### src/rtl/dsfa_pkg.sv
// Shared constants and helpers for the particle-sensor frame averager.
// No dependencies; used by dust_sensor_frame_averager.
`default_nettype none

package dsfa_pkg;

  localparam int FRAME_BYTES_DEF = 32;

  localparam logic [7:0] PRE_FIRST  = 8'h42;  // 'B'
  localparam logic [7:0] PRE_SECOND = 8'h4D;  // 'M'

  // frame byte positions of the concentration words (high byte first)
  localparam int PM1_0_HI_POS = 10;
  localparam int PM1_0_LO_POS = 11;
  localparam int PM2_5_HI_POS = 12;
  localparam int PM2_5_LO_POS = 13;
  localparam int PM10_HI_POS  = 14;
  localparam int PM10_LO_POS  = 15;

  localparam logic [15:0] FINE_LIMIT_RST   = 16'd25;
  localparam logic [15:0] COARSE_LIMIT_RST = 16'd50;

  localparam int FRAMES_PER_MEAN = 3;
  localparam int TOTAL_W         = 18;

  typedef enum logic {
    REG_FINE_LIMIT   = 1'b0,
    REG_COARSE_LIMIT = 1'b1
  } cfg_reg_t;

  // floor(x / 3), kept to 16 bits, for x < 3 * 2^16: multiply by ceil(2^19 / 3) and shift
  function automatic logic [15:0] div3(input logic [TOTAL_W-1:0] x);
    logic [36:0] prod;
    prod = {19'd0, x} * 37'd174763;
    return prod[34:19];
  endfunction

endpackage

`default_nettype wire

### src/rtl/dust_sensor_frame_averager.sv
// Particle-sensor frame parser with three-frame PM averaging.
// Depends on dsfa_pkg.
`default_nettype none

// Takes one received serial byte per item and accepts a byte every cycle while
// the result register is free or being drained. It syncs on the 'B','M'
// preamble, gathers a FRAME_BYTES long frame and, on the frame's last byte,
// returns one item in the next cycle: the checksum flag, the PM1.0/PM2.5/PM10
// words, and on every third good frame the truncated PM2.5/PM10 means with a
// poor-air flag. Bytes that do not end a frame give no item. Limits are
// written through the cfg port while the block is idle; the block itself does not enforce this.
module dust_sensor_frame_averager #(
  parameter int FRAME_BYTES = dsfa_pkg::FRAME_BYTES_DEF
) (
  input  wire logic        clk,
  input  wire logic        rst_n,
  input  wire logic        in_tvalid,
  output      logic        in_tready,
  input  wire logic [7:0]  in_tdata,   // [7:0] rx_byte
  output      logic        out_tvalid,
  input  wire logic        out_tready,
  // [0] checksum_ok, [16:1] pm1_0, [32:17] pm2_5, [48:33] pm10,
  // [49] average_ready, [65:50] mean_pm2_5, [81:66] mean_pm10, [82] poor_air
  output      logic [87:0] out_tdata,
  input  wire logic        cfg_we,
  input  wire logic        cfg_addr,
  input  wire logic [15:0] cfg_wdata
);

  localparam int POS_W = $clog2(FRAME_BYTES);
  localparam int SUM_W = $clog2((FRAME_BYTES - 2) * 255 + 1);
  localparam int TW    = dsfa_pkg::TOTAL_W;

  localparam logic [POS_W-1:0] POS_HUNT  = POS_W'(0);
  localparam logic [POS_W-1:0] POS_WAITM = POS_W'(1);
  localparam logic [POS_W-1:0] POS_BODY  = POS_W'(2);
  localparam logic [POS_W-1:0] POS_CHKHI = POS_W'(FRAME_BYTES - 2);

  logic [15:0]      fine_limit_r, coarse_limit_r;
  logic [POS_W-1:0] pos_r, pos_nxt;
  logic [SUM_W-1:0] sum_r, sum_nxt;
  logic [7:0]       check_high_r, check_high_nxt;
  logic [15:0]      f10_r, f10_nxt, f25_r, f25_nxt, f100_r, f100_nxt;
  logic [1:0]       good_r, good_nxt;
  logic [TW-1:0]    tot25_r, tot25_nxt, tot10_r, tot10_nxt;
  logic             out_valid_r, out_valid_nxt;
  logic [87:0]      out_data_r, out_data_nxt;

  logic             in_acc;
  logic [7:0]       b;
  logic [15:0]      check;
  logic             ok, ready, poor;
  logic [TW-1:0]    add25, add10;
  logic [15:0]      m25, m10;

  assign in_tready  = !out_valid_r || out_tready;
  assign in_acc     = in_tvalid && in_tready;
  assign b          = in_tdata;
  assign out_tvalid = out_valid_r;
  assign out_tdata  = out_data_r;

  assign check = {check_high_r, b};
  assign ok    = ({{(16 - SUM_W){1'b0}}, sum_r} == check);
  assign add25 = tot25_r + {{(TW - 16){1'b0}}, f25_r};
  assign add10 = tot10_r + {{(TW - 16){1'b0}}, f100_r};
  assign ready = ok && (good_r == 2'(dsfa_pkg::FRAMES_PER_MEAN - 1));
  assign m25   = dsfa_pkg::div3(add25);
  assign m10   = dsfa_pkg::div3(add10);
  assign poor  = (m25 > fine_limit_r) && (m10 > coarse_limit_r);

  always_comb begin
    pos_nxt        = pos_r;
    sum_nxt        = sum_r;
    check_high_nxt = check_high_r;
    f10_nxt        = f10_r;
    f25_nxt        = f25_r;
    f100_nxt       = f100_r;
    good_nxt       = good_r;
    tot25_nxt      = tot25_r;
    tot10_nxt      = tot10_r;
    out_valid_nxt  = out_valid_r && !out_tready;
    out_data_nxt   = out_data_r;
    if (in_acc) begin
      if (pos_r == POS_HUNT) begin
        if (b == dsfa_pkg::PRE_FIRST) pos_nxt = POS_WAITM;
      end else if (pos_r == POS_WAITM) begin
        if (b == dsfa_pkg::PRE_SECOND) begin
          sum_nxt = SUM_W'(dsfa_pkg::PRE_FIRST) + SUM_W'(dsfa_pkg::PRE_SECOND);
          pos_nxt = POS_BODY;
        end else if (b == dsfa_pkg::PRE_FIRST) begin
          pos_nxt = POS_WAITM;
        end else begin
          pos_nxt = POS_HUNT;
        end
      end else if (pos_r < POS_CHKHI) begin
        sum_nxt = sum_r + {{(SUM_W - 8){1'b0}}, b};
        if (pos_r == POS_W'(dsfa_pkg::PM1_0_HI_POS)) f10_nxt = {b, 8'd0};
        if (pos_r == POS_W'(dsfa_pkg::PM1_0_LO_POS)) f10_nxt = {f10_r[15:8], b};
        if (pos_r == POS_W'(dsfa_pkg::PM2_5_HI_POS)) f25_nxt = {b, 8'd0};
        if (pos_r == POS_W'(dsfa_pkg::PM2_5_LO_POS)) f25_nxt = {f25_r[15:8], b};
        if (pos_r == POS_W'(dsfa_pkg::PM10_HI_POS))  f100_nxt = {b, 8'd0};
        if (pos_r == POS_W'(dsfa_pkg::PM10_LO_POS))  f100_nxt = {f100_r[15:8], b};
        pos_nxt = pos_r + POS_W'(1);
      end else if (pos_r == POS_CHKHI) begin
        check_high_nxt = b;
        pos_nxt        = pos_r + POS_W'(1);
      end else begin
        // last frame byte
        pos_nxt = POS_HUNT;
        if (ok) begin
          if (ready) begin
            good_nxt  = 2'd0;
            tot25_nxt = '0;
            tot10_nxt = '0;
          end else begin
            good_nxt  = good_r + 2'd1;
            tot25_nxt = add25;
            tot10_nxt = add10;
          end
        end
        out_valid_nxt = 1'b1;
        out_data_nxt  = {5'd0, ready && poor,
                         ready ? m10 : 16'd0, ready ? m25 : 16'd0, ready,
                         f100_r, f25_r, f10_r, ok};
      end
    end
  end

  always_ff @(posedge clk) begin
    if (!rst_n) begin
      fine_limit_r   <= dsfa_pkg::FINE_LIMIT_RST;
      coarse_limit_r <= dsfa_pkg::COARSE_LIMIT_RST;
      pos_r          <= POS_HUNT;
      sum_r          <= '0;
      check_high_r   <= '0;
      f10_r          <= '0;
      f25_r          <= '0;
      f100_r         <= '0;
      good_r         <= '0;
      tot25_r        <= '0;
      tot10_r        <= '0;
      out_valid_r    <= 1'b0;
    end else begin
      if (cfg_we) begin
        unique case (dsfa_pkg::cfg_reg_t'(cfg_addr))
          dsfa_pkg::REG_FINE_LIMIT:   fine_limit_r   <= cfg_wdata;
          dsfa_pkg::REG_COARSE_LIMIT: coarse_limit_r <= cfg_wdata;
          default: ;
        endcase
      end
      pos_r        <= pos_nxt;
      sum_r        <= sum_nxt;
      check_high_r <= check_high_nxt;
      f10_r        <= f10_nxt;
      f25_r        <= f25_nxt;
      f100_r       <= f100_nxt;
      good_r       <= good_nxt;
      tot25_r      <= tot25_nxt;
      tot10_r      <= tot10_nxt;
      out_valid_r  <= out_valid_nxt;
    end
  end

  always_ff @(posedge clk) begin
    out_data_r <= out_data_nxt;
  end

`ifndef SYNTH
  a_frame_end_gives_item: assert property (@(posedge clk) disable iff (!rst_n)
    in_acc && (pos_r == POS_W'(FRAME_BYTES - 1)) |=> out_valid_r)
    else $error("frame end gave no item");

  a_avg_needs_good_sum: assert property (@(posedge clk) disable iff (!rst_n)
    out_valid_r && (out_data_r[49] || out_data_r[82]) |-> out_data_r[0] && out_data_r[49])
    else $error("average flags without good checksum");

  a_good_count_range: assert property (@(posedge clk) disable iff (!rst_n)
    in_acc && ready && (pos_r == POS_W'(FRAME_BYTES - 1))
    |=> (good_r == 2'd0) && (tot25_r == '0) && (tot10_r == '0))
    else $error("accumulators not cleared after mean");
`endif

endmodule

`default_nettype wire

### config.mk
export PLATFORM = sky130hd
export DESIGN_NAME = dust_sensor_frame_averager
export DESIGN_NICKNAME = d
export VERILOG_FILES = /design/src/rtl/dsfa_pkg.sv /design/src/rtl/dust_sensor_frame_averager.sv
export SDC_FILE = /design/constraint.sdc
export NUM_CORES = 1
export LEC_CHECK = 0
export BUFFER_PORTS_ARGS = -buffer_cell sky130_fd_sc_hd__clkbuf_2
export CORE_AREA = 2 2 239 241
export DETAILED_ROUTE_END_ITERATION = 16
export DIE_AREA = 0 0 241 243
export PLACE_DENSITY = 0.58
export SLEW_MARGIN = 20
export SYNTH_ARGS = -nofsm -noshare
export SYNTH_HDL_FRONTEND = slang
export SYNTH_SLANG_ARGS = --single-unit
### constraint.sdc
create_clock -name clk -period 19 [get_ports clk]
set_input_delay 2.85 -clock clk [delete_from_list [all_inputs] [get_ports clk]]
set_output_delay 2.85 -clock clk [all_outputs]
set_load 0.05 [all_outputs]
==> impl_metrics.env <==
export IMPL_dieHeight_um=243
export IMPL_grt_pass1_wl_um=84400
export IMPL_synth_edff_count=83
export IMPL_clock_path_buffers=3
export IMPL_hp_class="flop to flop"
export IMPL_postCtsSetupBuffers=0
export IMPL_multi_input_area_um2=14700
export IMPL_numCtsBuffers=28
export IMPL_ant_nets=0
export IMPL_synth_top_area_share_pct=21.6
export IMPL_diodes=0
export IMPL_layout_drive_gt1_share_pct=8.10
export IMPL_fin_skew_ps=21.4
export IMPL_syn_instance_count=2270
export IMPL_max_freq_mhz=105
export IMPL_vias=15475
export IMPL_slowest_stage="xor2_1"
export IMPL_cts_tree="built"
export IMPL_crit_path_start_kind="flop"
export IMPL_portBuffers=114
export IMPL_crit_fanout=6
export IMPL_initial_core_util_pct=39.8
export IMPL_antenna_found_initial=0
export IMPL_drtPass1Iterations=5
export IMPL_worstMarginPinSlew_ps=1090
export IMPL_nNetsFinal=3001
export IMPL_worstPathRequired_ps=19320
export IMPL_powerDensity_nw_per_um2=44.1
export IMPL_route_detailed_drc=0
export IMPL_grt_overflow=0
export IMPL_grt_max_degree=98
export IMPL_wl_per_cell_um=16.3
export IMPL_synth_area_leader_cell="ha_1"
export IMPL_ys_ff_latch=228
export IMPL_drv_slew=0
export IMPL_wirelength_um=51400
export IMPL_status="complete, no violations"
export IMPL_maxCapViolCount=0
export IMPL_synth_most_common_cell="inv_1"
export IMPL_ys_warn_count=0
export IMPL_setup_tns_ps=0
export IMPL_fin_ws_ps=9450
export IMPL_cp_slowest_stage_delay_ps=540
export IMPL_seq_area_um2=5400
export IMPL_pre_cts_ws_ps=9490
export IMPL_holdBufCountCts=0
export IMPL_maxSlewHeadroom_pct=27.0
export IMPL_seq_area_frac_synth_pct=24.2
export IMPL_ioPinCount=120
export IMPL_fillers=5509
export IMPL_grt_total_usage_pct=18.0
export IMPL_die_area_um2=58600
export IMPL_clk_pin_slew_ps=60
export IMPL_core_area_um2=56000
export IMPL_area_growth_pct=10.5
export IMPL_async_flop_share_pct=0
export IMPL_cts_sinks=228
export IMPL_clk_latency_ps=570
export IMPL_grt_pass1_vias=16097
export IMPL_place_gp_congestion=0.912
export IMPL_ir_drop_uv=63.8
export IMPL_die_w_um=241
export IMPL_hold_viol_final=0
export IMPL_hpwl_um=41700
export IMPL_htreeDepth=1
export IMPL_period_minus_slack_ps=9550
export IMPL_syn_area_um2=22300
export IMPL_fin_crit_sh_pct=50.3
export IMPL_drtIter0Drc=738
export IMPL_crit_family="compound AO/OA/AOI/OAI gates"
export IMPL_yosys_cell_types_count=72
export IMPL_hold_worst_slack_ps=431
export IMPL_finalSetupViolCount=0
export IMPL_core_rowCount=87
export IMPL_path_buf_inv=4
export IMPL_path_class="flop to flop"
export IMPL_cts_resized_gates=0
export IMPL_synth_commonest_cells="inv_1 (515), ha_1 (384), fa_1 (214)"
export IMPL_drt_vias_per_instance=4.91
export IMPL_syn_avg_cell_area_um2=9.81
export IMPL_ys_top_cells_by_area="ha_1 (22%), fa_1 (19%), dfxtp_1 (13%)"
export IMPL_ys_flop_type="dfxtp_1"
export IMPL_cts_root_buffer_cell="clkbuf_16"
export IMPL_rsz0062_at_grt="false"
export IMPL_worst_endpoint_arrival_ps=9870
export IMPL_endpoint_kind="flop"
export IMPL_power_leakage_nw=12.9
## report_power, final
part | internal, mW | leakage, nW | switching [mW]
clock network | 0.317 | 0.470 | 0.224
logic | 0.0123 | 10.5 | 0.0236
registers | 0.506 | 1.94 | 0.00174
## cells in the final DEF, fill, tap and decap left out, types with 57 or more instances in the layout
cell type  synthesis  routed
xnor2_1           63      63
edfxtp_1          83      83
dfxtp_1          145     145
nor2_1            58      57
inv_1            515     515
nor2b_1          107     107
fa_1             214     214
clkbuf_2           0     113
nand2_1          100     100
a21oi_1           77      77
ha_1             384     384
## registers in the layout (all words and copies together) (netlist names)
signal and flops:
pos_r 5, check_high_r 8, f25_r 16, fine_limit_r 16, coarse_limit_r 16, tot25_r 18
out_tdata 83, f100_r 16, tot10_r 18, f10_r 16, sum_r 13, out_tvalid 1
good_r 2
## worst paths after layout
path         startpoint  slack [ps]  cells past startpoint       endpoint
min reg2reg    f10_r[8]         430                      0   out_tdata[9]
max reg2reg    f25_r[0]        9450                     40  out_tdata[82]
min            f10_r[8]         430                      0   out_tdata[9]
max            f25_r[0]        9450                     40  out_tdata[82]
## layout make-up
class	count	area share [%]
multi-input cells	1475	59.9
clock buffers	37	3.28
repair buffers	124	2.63
flip-flops and latches	228	21.9
clock inverters	15	0.600
inverters	516	7.87
well taps	756	3.84
## cell families (layout without fill, tap and decap cells)
family          after synthesis  in the layout  share of synthesized area [%]
compound gates              325            325                           9.87
xor+xnor                     94             94                           3.85
fa+ha+maj                   598            598                           40.8
buf+inv                     571            692                           9.71
flops                       228            228                           24.2
mux                          29             29                           1.30
other cells                   1              5                         0.0168
simple gates                424            424                           10.2
## stage by stage
step	instance area (um^2)	power, mW	utilization [%]	std cells
6_report	24600	1.08	44.0	3151
3_3_place_gp	23700	0.554	42.3	3099
3_5_place_dp	23700	0.554	42.3	3099
2_1_floorplan	22300	0.541	-	2274
5_1_grt	24600	1.12	44.0	3151
4_1_cts	24600	1.10	44.0	3151
## metal layers
layer / vias to the layer above / share of wire (%) / global-route usage (%)
met5: - / 0 / 0
li1: 7596 / - / -
met3: 65 / 4.0 / 2.79
met4: 0 / 2.4 / 4.63
met2: 278 / 47 / 29.5
met1: 7536 / 46 / 24.8
No activity file was read; power rests on OpenSTA's default activity.
